`src/ppc_pkg.sv`:
```
// ---------------------------------------------------------------------------
// ppc_pkg
// types, constants and the round function of the panama push/pull core
// ---------------------------------------------------------------------------
`default_nettype none

package ppc_pkg;

    localparam int BUFFER_STAGES = 32;
    localparam int STAGE_WORDS   = 8;
    localparam int CORE_LEN      = 17;
    localparam int WORD_BITS     = 32;

    // buffer taps, in logical stages
    localparam int TAP_LAMBDA   = 4;
    localparam int TAP_BETA     = 16;
    localparam int TAP_FEEDBACK = 25;
    localparam int FEED_ROT     = 2;

    localparam logic [WORD_BITS-1:0] CORE_IV = 32'h0000_0001;

    typedef logic [WORD_BITS-1:0]                    t_word;
    typedef logic [STAGE_WORDS-1:0][WORD_BITS-1:0]   t_stage;
    typedef logic [CORE_LEN-1:0][WORD_BITS-1:0]      t_core;

    typedef enum logic [1:0] {
        KIND_CLEAR      = 2'd0,
        KIND_PUSH       = 2'd1,
        KIND_PULL_OUT   = 2'd2,
        KIND_PULL_BLANK = 2'd3
    } t_kind;

    typedef struct packed {
        logic round;
        logic clear;
    } t_ctrl;

    // pi permutation: source word and rotate amount per destination word
    localparam int PI_SRC [CORE_LEN] = '{0, 7, 14, 4, 11, 1, 8, 15, 5,
                                         12, 2, 9, 16, 6, 13, 3, 10};
    localparam int PI_ROT [CORE_LEN] = '{0, 1, 3, 6, 10, 15, 21, 28, 4,
                                         13, 23, 2, 14, 27, 9, 24, 8};

    function automatic t_word ppc_rotl(input t_word x, input int unsigned s);
        return (x << s) | (x >> (WORD_BITS - s));
    endfunction

    // gamma, pi, theta
    function automatic t_core ppc_mix(input t_core a);
        t_core g;
        t_core p;
        t_core t;
        for (int i = 0; i < CORE_LEN; i++) begin
            g[i] = a[i] ^ (a[(i + 1) % CORE_LEN] | ~a[(i + 2) % CORE_LEN]);
        end
        for (int i = 0; i < CORE_LEN; i++) begin
            p[i] = ppc_rotl(g[PI_SRC[i]], PI_ROT[i]);
        end
        for (int i = 0; i < CORE_LEN; i++) begin
            t[i] = p[i] ^ p[(i + 1) % CORE_LEN] ^ p[(i + 4) % CORE_LEN];
        end
        return t;
    endfunction

endpackage

`default_nettype wire

```
`src/ppc_core.sv`:
```
// ---------------------------------------------------------------------------
// ppc_core
// 17-word state register and its round update
// ---------------------------------------------------------------------------
`default_nettype none

module ppc_core
    import ppc_pkg::*;
(
    input  wire logic   i_clk,
    input  wire logic   i_rst_n,
    input  wire t_ctrl  i_ctrl,
    input  wire t_stage i_lin,
    input  wire t_stage i_bin,
    output t_core       o_core
);

    t_core r_core;
    t_core n_core;
    t_core w_mix;

    assign w_mix = ppc_mix(r_core);

    always_comb begin
        n_core = r_core;
        if (i_ctrl.clear) begin
            n_core = '0;
        end else if (i_ctrl.round) begin
            n_core[0] = w_mix[0] ^ CORE_IV;
            for (int j = 0; j < STAGE_WORDS; j++) begin
                n_core[j + 1] = w_mix[j + 1] ^ i_lin[j];
                n_core[j + 1 + STAGE_WORDS] = w_mix[j + 1 + STAGE_WORDS] ^ i_bin[j];
            end
        end
    end

    always_ff @(posedge i_clk) begin
        if (!i_rst_n) begin
            r_core <= '0;
        end else begin
            r_core <= n_core;
        end
    end

    assign o_core = r_core;

endmodule

`default_nettype wire

```
`config.mk`:
```
export PLATFORM = sky130hd
export DESIGN_NAME = ppc_core
export DESIGN_NICKNAME = d
export VERILOG_FILES = /design/src/ppc_pkg.sv /design/src/ppc_core.sv
export SDC_FILE = /design/constraint.sdc
export NUM_CORES = 2
export LEC_CHECK = 0
export BUFFER_PORTS_ARGS = -buffer_cell sky130_fd_sc_hd__buf_2
export CAP_MARGIN = 20
export CORE_AREA = 2 2 410 412
export DETAILED_ROUTE_END_ITERATION = 8
export DIE_AREA = 0 0 412 414
export GPL_TIMING_DRIVEN = 1
export HOLD_SLACK_MARGIN = 0.15
export PLACE_DENSITY = 0.48
export SETUP_SLACK_MARGIN = 0.05
export SLEW_MARGIN = 20
export SYNTH_ARGS = -nofsm -noshare
export SYNTH_HDL_FRONTEND = slang
export SYNTH_SLANG_ARGS = --single-unit
export TNS_END_PERCENT = 10
```
`constraint.sdc`:
```
create_clock -name i_clk -period 3.3 [get_ports i_clk]
set_clock_uncertainty 0.15 [all_clocks]
set_input_delay 0.66 -clock i_clk [delete_from_list [all_inputs] [get_ports i_clk]]
set_output_delay 0.66 -clock i_clk [all_outputs]
set_load 0.02 [all_outputs]
```
### Word level (Yosys, flattened, before mapping)

Index checks and enable logic that the tools add are counted.

| operators by class | value |
|---|---|
| bitwise gates (word level) | 119 |
| reductions and logical operators | 1 |

Operators with widths:

| cell | number |
|---|---|
| XOR 32 bit | 67 |
| inverter 32 bit | 17 |
| bitwise OR 32 bit | 17 |
| bitwise OR 32 x 1 -> 32 bit | 1 |
| bitwise OR 32 x 10 -> 32 bit | 1 |
| bitwise OR 32 x 13 -> 32 bit | 1 |
| bitwise OR 32 x 14 -> 32 bit | 1 |
| bitwise OR 32 x 15 -> 32 bit | 1 |
| bitwise OR 32 x 2 -> 32 bit | 1 |
| bitwise OR 32 x 21 -> 32 bit | 1 |
| bitwise OR 32 x 23 -> 32 bit | 1 |
| bitwise OR 32 x 24 -> 32 bit | 1 |
| bitwise OR 32 x 27 -> 32 bit | 1 |
| bitwise OR 32 x 28 -> 32 bit | 1 |
| bitwise OR 32 x 3 -> 32 bit | 1 |
| bitwise OR 32 x 4 -> 32 bit | 1 |
| bitwise OR 32 x 6 -> 32 bit | 1 |
| bitwise OR 32 x 8 -> 32 bit | 1 |
| bitwise OR 32 x 9 -> 32 bit | 1 |
| inverter 1 bit | 2 |
| OR reduction 2 bit | 1 |

| word-level totals | value |
|---|---|
| register bits after elaboration | 544 |
| output and inout bits | 544 |
| word-level logic and storage cells | 137 |

### Longest topological paths before layout

| depth | value |
|---|---|
| depth in word-level cells | 7 |
| gate-level depth with buffers | 6 |
| mapped depth without buffers | 5 |

### Worst setup path after synthesis

No wires, ideal clock.

| timing path | value |
|---|---|
| path type | input to register |
| start | input i_ctrl[1] in the netlist's numbering |
| end | register r_core, in the netlist o_core[196] |
| setup time | 133 ps |
| arrival time | 1,588 ps |
| required time | 3,017 ps |
| path slack | 1,430 ps |
| cell stages on the path | 5 |
| buffers on the path | 4 |
| path through | buf_2 buf_2 clkbuf_1 clkbuf_1 a21oi_1 |

RTL lines:

| element | line | text |
|---|---|---|
| start, declared | ppc_core.sv:12 | `input wire t_ctrl i_ctrl,` |
| end signal, assigned | ppc_core.sv:41 | `r_core <= n_core;` |
| end, declared | ppc_core.sv:18 | `t_core r_core;` |

No word-level cell between the ends.

### Worst setup path after layout

| timing path | value |
|---|---|
| start | register r_core, in the netlist o_core[400] |
| end | output o_core[400] in the netlist's numbering |

RTL lines:

| element | line | text |
|---|---|---|
| end, declared | ppc_core.sv:15 | `output t_core o_core` |

No word-level cell between the ends.

==> run metrics <==
DP Cell Count ~7800; Synth top area share 0.386; most frequent cells after synthesis xnor2_1 (1766), dfxtp_1 (544), o21ai_0 (525), a21oi_1 (504), nor2b_1 (383); Tmin final about 2.5 ns; dpl ws roughly 0.85 ns; Synth Register Bits around 540; FP Rows 150; WL final between 200000 and 300000 um; setup ws final approximately 0.77 ns; Worst Path Buf+Inv 1; largest net degree at the start of global routing 120; slew margin rel. 0.171; Fin Setup TNS 0 ns; Layout area overhead 32.2%; GRT Total Usage 0.332; final worst path period share 0.768; count leader, synth xnor2_1; Post-DP Area approximately 0.05 sq mm; vias in the first global route ~37000; sequential area share after synthesis 0.272; RSZ-0062 raised after global routing no; dominant synthesized flop cell dfxtp_1; final setup violation count 0; clock sink total around 540; Yosys cell types 22; crit path cell chain buf_2; Netlist Area Pre-Place 0.0401 sq mm; CTS H-tree depth 3; CTS Buffer Depth 3; Hold Vio Cnt, Final 0; CP max stage cell dfxtp_1; DR WL/cell roughly 37 um; Peak Freq 395 MHz; Die Wd approximately 410 um; Max Cap Violations 0; cell taking the most area after synthesis xnor2_1; Final Cell Area 0.0530 sq mm; share of layout cells above drive strength 1 0.276; CTS tree done; Synth warnings 0; CP required 2.49 ns; FFs w/ async S/R, synth 0; peak supply drop roughly 0.00035 V; antenna violations before repair 26; clock-pin slew on the worst setup and hold paths around 0.06 ns; Nets roughly 6200; Post-Synthesis Cells 4501; num ports roughly 1100; WP data arrival between 1.5 and 2 ns; DRT iter0 DRCs 3873; status finished, final reports clean; dpl hpwl ~250000 um; Pleak about 21 nW; GPL Wtd Cong about 0.95; CTS Buf Count slightly below 80; CTS root buf clkbuf_16; Crit path max-delay family flip-flops; number of synthesized flops with an enable pin 0; max FFs per register between 500 and 600; Antenna Nets Post-Route 0; Startpoint Class flop; WS Path Type reg2out; Post-CTS Setup Bufs 0; max-slew violation count 0; CP Max Fanout 5; Clk Latency, worst-skew pair about 0.70 ns; cells taking the most area after synthesis xnor2_1 (39%), dfxtp_1 (27%), o21ai_0 (6.6%); Synth Area per Inst 8.91 sq um; crit end category primary output; Post-CTS Resized 0; total global routing overflow 0; first-pass GRT wire length approximately 370000 um; core area roughly 0.17 sq mm; Die H slightly above 400 um; first-pass iteration count of the detailed router 6; Initial Util 0.241; pwr dens between 600 and 700 mW/mm^2; Layout Cells excl Fill 8000; CP max stage delay a little under 0.7 ns; Vias 38560; Hold Crit Class in2reg; Port Buffers 1059; via-per-instance ratio around 4.8; Remaining DRCs 0; die area 0.171 sq mm; Tightest Pin Transition between 1 and 1.5 ns; Syn Nets ~5000
==> metal layers <==
metal | wire, um | GRT usage | up-vias
met1 | 120000 | 0.414 | 19188
met5 | 121 | 0 | -
met4 | 15300 | 0.150 | 22
li1 | - | - | 17097
met3 | 21700 | 0.0726 | 378
met2 | 136000 | 0.543 | 1875
==> logic make-up after synthesis <==
family                 synth area share
AND/OR/NAND/NOR                  0.0956
XOR/XNOR                          0.483
AO/OA/AOI/OAI                     0.131
multiplexers                    0.00125
buffers and inverters            0.0174
flip-flops                        0.272
==> tightest hold or removal path, stage by stage <==
cell	delay [ns]
buf_2	0.09
xnor2_1	0.08
xnor2_1	0.13
a21oi_1	0.06
==> cells in the final DEF, fill, tap and decap left out, drive strengths merged, types with 16 or more instances in the layout <==
master / synthesis / routed
o21ai: 539 / 539
xnor3: 16 / 16
clkbuf: 148 / 115
xor2: 262 / 262
nand2b: 144 / 144
buf: 32 / 1321
and2b: 29 / 29
a21oi: 504 / 504
xnor2: 1836 / 1836
nor2b: 383 / 383
nand3b: 27 / 27
dfxtp: 544 / 544
==> final cells by class <==
class	instances	area, sq um
Timing Repair Buffer	1330	7580
Clock inverter	26	294
Sequential cell	544	10900
Multi-Input combinational cell	3777	29200
Antenna cell	4	10.0
Clock buffer	115	2310
Fill cell	17842	113000
Tap cell	2204	2760
==> timing repair <==
item | in CTS | in global routing
endpoints found under the hold margin | 9 | 0
endpoints found under the setup margin | 0 | 0
hold buffers | 9 | 0
==> path summary, 6_finish.rpt <==
path	startpoint	to	slack [ns]	cells after the start
max	o_core[400]	o_core[400]	0.77	1
min	i_bin[20]	o_core[308]	0.21	4
max reg2reg	o_core[454]	o_core[335]	0.81	5
min reg2reg	o_core[19]	o_core[19]	0.39	2
==> power by group <==
group | total [W] | switching, W | internal, W | leakage (nW)
clock | 0.00891 | 0.00366 | 0.00524 | 1.28
combinational | 0.0151 | 0.00894 | 0.00613 | 15.2
sequential | 0.00824 | 0.00114 | 0.00710 | 4.45
==> through the flow <==
step,utilization,power (W),hold slack (ns)
4_1_cts,0.319,0.0323,0.150
5_1_grt,0.319,0.0333,0.207
2_1_floorplan,-,0.0168,0.428
3_3_place_gp,0.302,0.0233,0.363
3_5_place_dp,0.302,0.0233,0.372
6_report,0.319,0.0322,0.208
No activity file was read; power rests on OpenSTA's default activity.
