--- config.mk ---
export PLATFORM = sky130hd
export DESIGN_NAME = ppc_stage_cell
export DESIGN_NICKNAME = d
export VERILOG_FILES = /design/src/ppc_pkg.sv /design/src/ppc_stage_cell.sv
export SDC_FILE = /design/constraint.sdc
export NUM_CORES = 1
export LEC_CHECK = 0
export BUFFER_PORTS_ARGS = -buffer_cell sky130_fd_sc_hd__buf_2
export CAP_MARGIN = 20
export CORE_AREA = 2 2 297 299
export DETAILED_ROUTE_END_ITERATION = 7
export DIE_AREA = 0 0 299 301
export PLACE_DENSITY = 0.35
export SLEW_MARGIN = 25
export SYNTH_ARGS = -nofsm -noshare
export SYNTH_HDL_FRONTEND = slang
export SYNTH_SLANG_ARGS = --single-unit
--- constraint.sdc ---
create_clock -name i_clk -period 1.2 [get_ports i_clk]
set_input_delay 0.18 -clock i_clk [delete_from_list [all_inputs] [get_ports i_clk]]
set_output_delay 0.18 -clock i_clk [all_outputs]
set_load 0.005 [all_outputs]
--- src/ppc_pkg.sv ---
// ---------------------------------------------------------------------------
// ppc_pkg
// types, constants and the round function of the panama push/pull core
// ---------------------------------------------------------------------------
`default_nettype none

package ppc_pkg;

    localparam int BUFFER_STAGES = 32;
    localparam int STAGE_WORDS   = 8;
    localparam int CORE_LEN      = 17;
    localparam int WORD_BITS     = 32;

    // buffer taps, in logical stages
    localparam int TAP_LAMBDA   = 4;
    localparam int TAP_BETA     = 16;
    localparam int TAP_FEEDBACK = 25;
    localparam int FEED_ROT     = 2;

    localparam logic [WORD_BITS-1:0] CORE_IV = 32'h0000_0001;

    typedef logic [WORD_BITS-1:0]                    t_word;
    typedef logic [STAGE_WORDS-1:0][WORD_BITS-1:0]   t_stage;
    typedef logic [CORE_LEN-1:0][WORD_BITS-1:0]      t_core;

    typedef enum logic [1:0] {
        KIND_CLEAR      = 2'd0,
        KIND_PUSH       = 2'd1,
        KIND_PULL_OUT   = 2'd2,
        KIND_PULL_BLANK = 2'd3
    } t_kind;

    typedef struct packed {
        logic round;
        logic clear;
    } t_ctrl;

    // pi permutation: source word and rotate amount per destination word
    localparam int PI_SRC [CORE_LEN] = '{0, 7, 14, 4, 11, 1, 8, 15, 5,
                                         12, 2, 9, 16, 6, 13, 3, 10};
    localparam int PI_ROT [CORE_LEN] = '{0, 1, 3, 6, 10, 15, 21, 28, 4,
                                         13, 23, 2, 14, 27, 9, 24, 8};

    function automatic t_word ppc_rotl(input t_word x, input int unsigned s);
        return (x << s) | (x >> (WORD_BITS - s));
    endfunction

    // gamma, pi, theta
    function automatic t_core ppc_mix(input t_core a);
        t_core g;
        t_core p;
        t_core t;
        for (int i = 0; i < CORE_LEN; i++) begin
            g[i] = a[i] ^ (a[(i + 1) % CORE_LEN] | ~a[(i + 2) % CORE_LEN]);
        end
        for (int i = 0; i < CORE_LEN; i++) begin
            p[i] = ppc_rotl(g[PI_SRC[i]], PI_ROT[i]);
        end
        for (int i = 0; i < CORE_LEN; i++) begin
            t[i] = p[i] ^ p[(i + 1) % CORE_LEN] ^ p[(i + 4) % CORE_LEN];
        end
        return t;
    endfunction

endpackage

`default_nettype wire

--- src/ppc_stage_cell.sv ---
// ---------------------------------------------------------------------------
// ppc_stage_cell
// one eight-word stage of the buffer shift chain
// ---------------------------------------------------------------------------
`default_nettype none

module ppc_stage_cell
    import ppc_pkg::*;
(
    input  wire logic   i_clk,
    input  wire logic   i_rst_n,
    input  wire t_ctrl  i_ctrl,
    input  wire t_stage i_prev,
    input  wire t_stage i_inj,
    output t_stage      o_stage
);

    t_stage r_stage;
    t_stage n_stage;

    always_comb begin
        n_stage = r_stage;
        if (i_ctrl.clear) begin
            n_stage = '0;
        end else if (i_ctrl.round) begin
            n_stage = i_prev ^ i_inj;
        end
    end

    always_ff @(posedge i_clk) begin
        if (!i_rst_n) begin
            r_stage <= '0;
        end else begin
            r_stage <= n_stage;
        end
    end

    assign o_stage = r_stage;

endmodule

`default_nettype wire

==> After elaboration in Yosys (flattened, before gate mapping) <==
Cells that the tools add are included.
{ "totals": {"register_bits": 256, "inputBits": 516, "output_inout_bits": 256, "wordCells": 11} }
{ "op_classes": {"bitwise": 2, "reduce_logical": 1} }
{ "op_table": {"columns": ["operator", "n"], "rows": [
  ["$xor 256x256->256", 1],
  ["$reduce_or 2->1", 1],
  ["$not 1->1", 1]
]} }

==> Logic depth before layout (Yosys ltp) <==
{ "logic_depth": {"depth_word": 2, "depth_mapped": 5, "mapped_depth_nobuf": 2} }

==> Worst setup path after synthesis <==
Ideal clock, no wire load.
{ "synth_timing": {"path_type": "input port to flip-flop", "from": "input i_ctrl[0] in the netlist's numbering", "to": "register r_stage, in the netlist o_stage[192]", "setup_time_ns": 0.138, "arrival_time_ns": 0.799, "required_time_ns": 1.062, "slack_ns": 0.263, "cell_stages": 4, "path_buffers": 2, "cell_sequence": "nand2b_1 buf_2 clkbuf_1 a211oi_1"} }
{ "synth_via": {"elab_chain_cells": 1} }
{ "synth_lines": {"columns": ["item", "line_no", "source"], "rows": [
  ["from (decl)", "ppc_stage_cell.sv:12", "input wire t_ctrl i_ctrl,"],
  ["$reduce_or 2->1 (no source line)", null, null],
  ["to (signal assigned)", "ppc_stage_cell.sv:34", "r_stage <= n_stage;"],
  ["to (decl)", "ppc_stage_cell.sv:18", "t_stage r_stage;"]
]} }
Every way passes these cells.
A chain may end at the register's enable or synchronous reset.

==> Final worst setup path <==
{ "layout_timing": {"from": "input i_prev[251] in the netlist's numbering", "to": "register r_stage, in the netlist o_stage[251]"} }
{ "layout_via": {"elab_chain_cells": 1} }
{ "layout_lines": {"columns": ["item", "line_no", "source"], "rows": [
  ["from (decl)", "ppc_stage_cell.sv:13", "input wire t_stage i_prev,"],
  ["$xor 256x256->256", "ppc_stage_cell.sv:26", "n_stage = i_prev ^ i_inj;"]
]} }
Every way passes these cells.

==> results.md <==
- Critical path, cell by cell: dlygate4sd3_1 > buf_2 > xnor2_1 > dlygate4sd3_1 > a211oi_1
- Final HPWL from detailed placement: 36700 um
- Synthesis Warnings: 0
- Routed length on met3: approximately 4300 um
- Data arrival time of the worst path: ~1800 ps
- Power per Cell Area: 964 nW/um2
- Detail-routed via count per cell: about 3.6
- Number of cells on the critical path: 5
- Period Utilization, post-route: 105%
- Most used cell along the critical path: sky130_fd_sc_hd__dlygate4sd3_1
- Core box area: between 80000 and 90000 um2
- Setup repair after global routing missed its margin: true
- Setup Crit Path Kind: in -> reg
- Floorplan die height: ~300 um
- Maximum net fanout on the critical path: 1
- Area Growth Syn to Fin: 127%
- Leakage power: 10.3 nW
- Top library cells by usage in the layout, fill and taps aside: 535 x sky130_fd_sc_hd__buf_2, 507 x sky130_fd_sc_hd__dlygate4sd3_1, 256 x sky130_fd_sc_hd__nor2_1
- Violations in the final reports: negative hold slack, negative setup slack
- Max-slew headroom at the worst pin: between 60% and 70%
- Post-Synthesis Cell Area: ~11000 um2
- Buf/Inv on CP: 3
- Final count of negative-setup-slack endpoints: about 120
- Drt first pass iters: 4
- Remaining global-route overflow: 0
- Maximum number of pins on one net before global-route repair: 55
- Setup WS post-layout: -59.7 ps
- Family with the most delay on the worst path: buffers and inverters
- Wire length reported by the detailed router: about 53000 um
- Final Net Count: between 2000 and 3000
- Maximum clock path buffer count: 3
- Met1 wire length: 19000 um
- Switching Share: 26.2%
- Clock slew seen by the registers of the worst setup and hold paths: roughly 60 ps
- Number of buffers inserted by port buffering: around 770
- Initial cell density of the core: around 13%
- Final-report max-slew violation count: 0
- Logic gate share of total power: around a quarter
- Most common cell after layout, fill and taps aside: sky130_fd_sc_hd__buf_2
- Largest voltage drop on the vdd net: between 0.9 and 1 mV
- Measured slew at the worst slew-check pin: between 400 and 500 ps
- Final Hold Slack: -2.61 ps
- Largest register FFs: ~260
- Largest stage delay, worst path: 550 ps
- Clk Latency, worst-skew pair: 570 ps
- Count of clock tree sinks: 256
- Hold path cells: 3
- Clock buffers created by TritonCTS: 30
- TritonCTS clock tree: yes
- Placement-stage worst setup slack: -2.74 ps
- Critical Path Source Type: primary input
- Share of final-layout standard cells stronger than drive strength 1: 49.1%
- Hold Fails Final Rpt: 1
- Antenna cells: 0
- Library cell used as clock root buffer: sky130_fd_sc_hd__clkbuf_16
- Highest metal used: met4
- Number of levels the H-tree was split into: 1
- Post-detailed-placement cell area: about 16000 um2
- Type of destination of the critical path: register
- Num ports: 772
- Class of the tightest hold or removal check: in -> reg
- Portion of total power attributed to sequential cells: roughly two fifths
- Global-route wire length before repair: approximately 76000 um
- Overall die width: around 300 um
- Gate count after technology mapping: between 1000 and 1500
- Run status: finished with violations
- Final critical-path required period: 1260 ps
- Row count: 108
- Overall power: ~24 mW
- Final core utilization: approximately 28%
- Clock network fraction of total power: 36.7%
- Cell area after layout: 24600 um2
- Max Clock Freq: slightly below 800 MHz
- Vias in the first global route: about 14000
- WP data required: 1690 ps
- Detailed router's first-iteration violation count: roughly 470
- Average size of a mapped cell: roughly 9.8 um2
- Maximum capacitance violations: 0
- Global placer's final weighted congestion: around 0.90
- Wire length on met2: between 20000 and 30000 um
- Int Power: ~17 mW
- Sequential-to-total area share from yosys stat: 47.3%
- Library cell contributing the largest single delay on the critical path: sky130_fd_sc_hd__dlygate4sd3_1
- Post-route DRC violation count: 0
- Net count of the mapped netlist: around 1600
- Antenna violations before repair: 0
- Clock tree skew after final layout: 0 ps
- Post-synthesis register bit count: 256
- Global-route total usage across every layer: between 10% and 20%
- P_sw: 6.20 mW
- Die Footprint: around 90000 um2
- Reg2reg path depth: 3
- Average detailed-routed wire length per instance: between 10 and 15 um
- Residual antenna-violating net count after detailed routing: 0
- Netlist cell types: 9
- Vias: between 10000 and 15000
## power groups by stage
stage	logic [mW]	clock network, mW	registers [mW]
after CTS	5.54	9.06	9.26
final	5.71	8.69	9.27
after floorplan	1.65	0	9.32
after detailed placement	3.78	0	9.30
after global placement	3.78	0	9.31
after global routing	6.15	9.43	9.31
## what timing repair did
action	in CTS	in global routing
setup endpoints to repair	256	302
hold buffers	509	33
pin swaps	0	18
endpoints found under the hold margin	255	33
gates resized for setup	483	69
buffers inserted	19	31
## cell usage after synthesis
master                       n  share of area (%)
sky130_fd_sc_hd__nand2b_1    1              0.058
sky130_fd_sc_hd__nor2_1    256                8.9
sky130_fd_sc_hd__buf_2      49                2.3
sky130_fd_sc_hd__dfxtp_1   256                 47
sky130_fd_sc_hd__a211oi_1  256                 18
sky130_fd_sc_hd__clkbuf_1    9               0.31
sky130_fd_sc_hd__buf_6      23                2.4
sky130_fd_sc_hd__xnor2_1   256                 21
sky130_fd_sc_hd__buf_4       4               0.28
## path summary, 6_finish.rpt
check,start,endpoint,slack [ps]
setup reg to reg,o_stage[224],o_stage[224],340
hold reg to reg,o_stage[43],o_stage[43],480
setup / recovery,i_prev[251],o_stage[251],-60
hold / removal,i_prev[31],o_stage[31],-3
## per-layer routing
| layer | GRT usage, % | vias up |
|---|---|---|
| met1 | 10.7 | 5943 |
| met3 | 3.38 | 129 |
| met5 | 0 | - |
| met2 | 20.2 | 565 |
| li1 | - | 6478 |
| met4 | 5.07 | 0 |
## cell type report
class	count	area [um2]
clock inverter	6	32.5
fill	8999	61900
multi-input combinational	769	5320
timing repair buffer	1384	11400
sequential	256	5470
tap	1155	1450
clock buffer	47	886
## through the flow
stage                     TNS (ps)  std cells  hold slack [ps]
after global routing        -13010       3617            0.678
after floorplan                  0       1110              382
after detailed placement     -2.74       3006              471
final                        -1290       3617            -2.61
after global placement           0       3006              467
after CTS                   -10050       3587             3.18
## logic make-up (layout without fill, tap and decap cells)
logic type / count (synthesis) / count (layout) / share of synthesized area, %
DFF: 256 / 256 / 47.3
xor gates and xnor gates: 256 / 256 / 20.7
buffers and inverters: 85 / 1437 / 5.25
AOI/OAI and AO/OA: 256 / 256 / 17.8
and+or+nand+nor: 257 / 257 / 8.94
## worst min-delay path, delay by kind of cell
family,cells,cell delay [ps]
buffers and inverters,1,120
AOI/OAI and AO/OA,1,70
xor gates and xnor gates,1,150
Power figures use the tool's default switching activity.
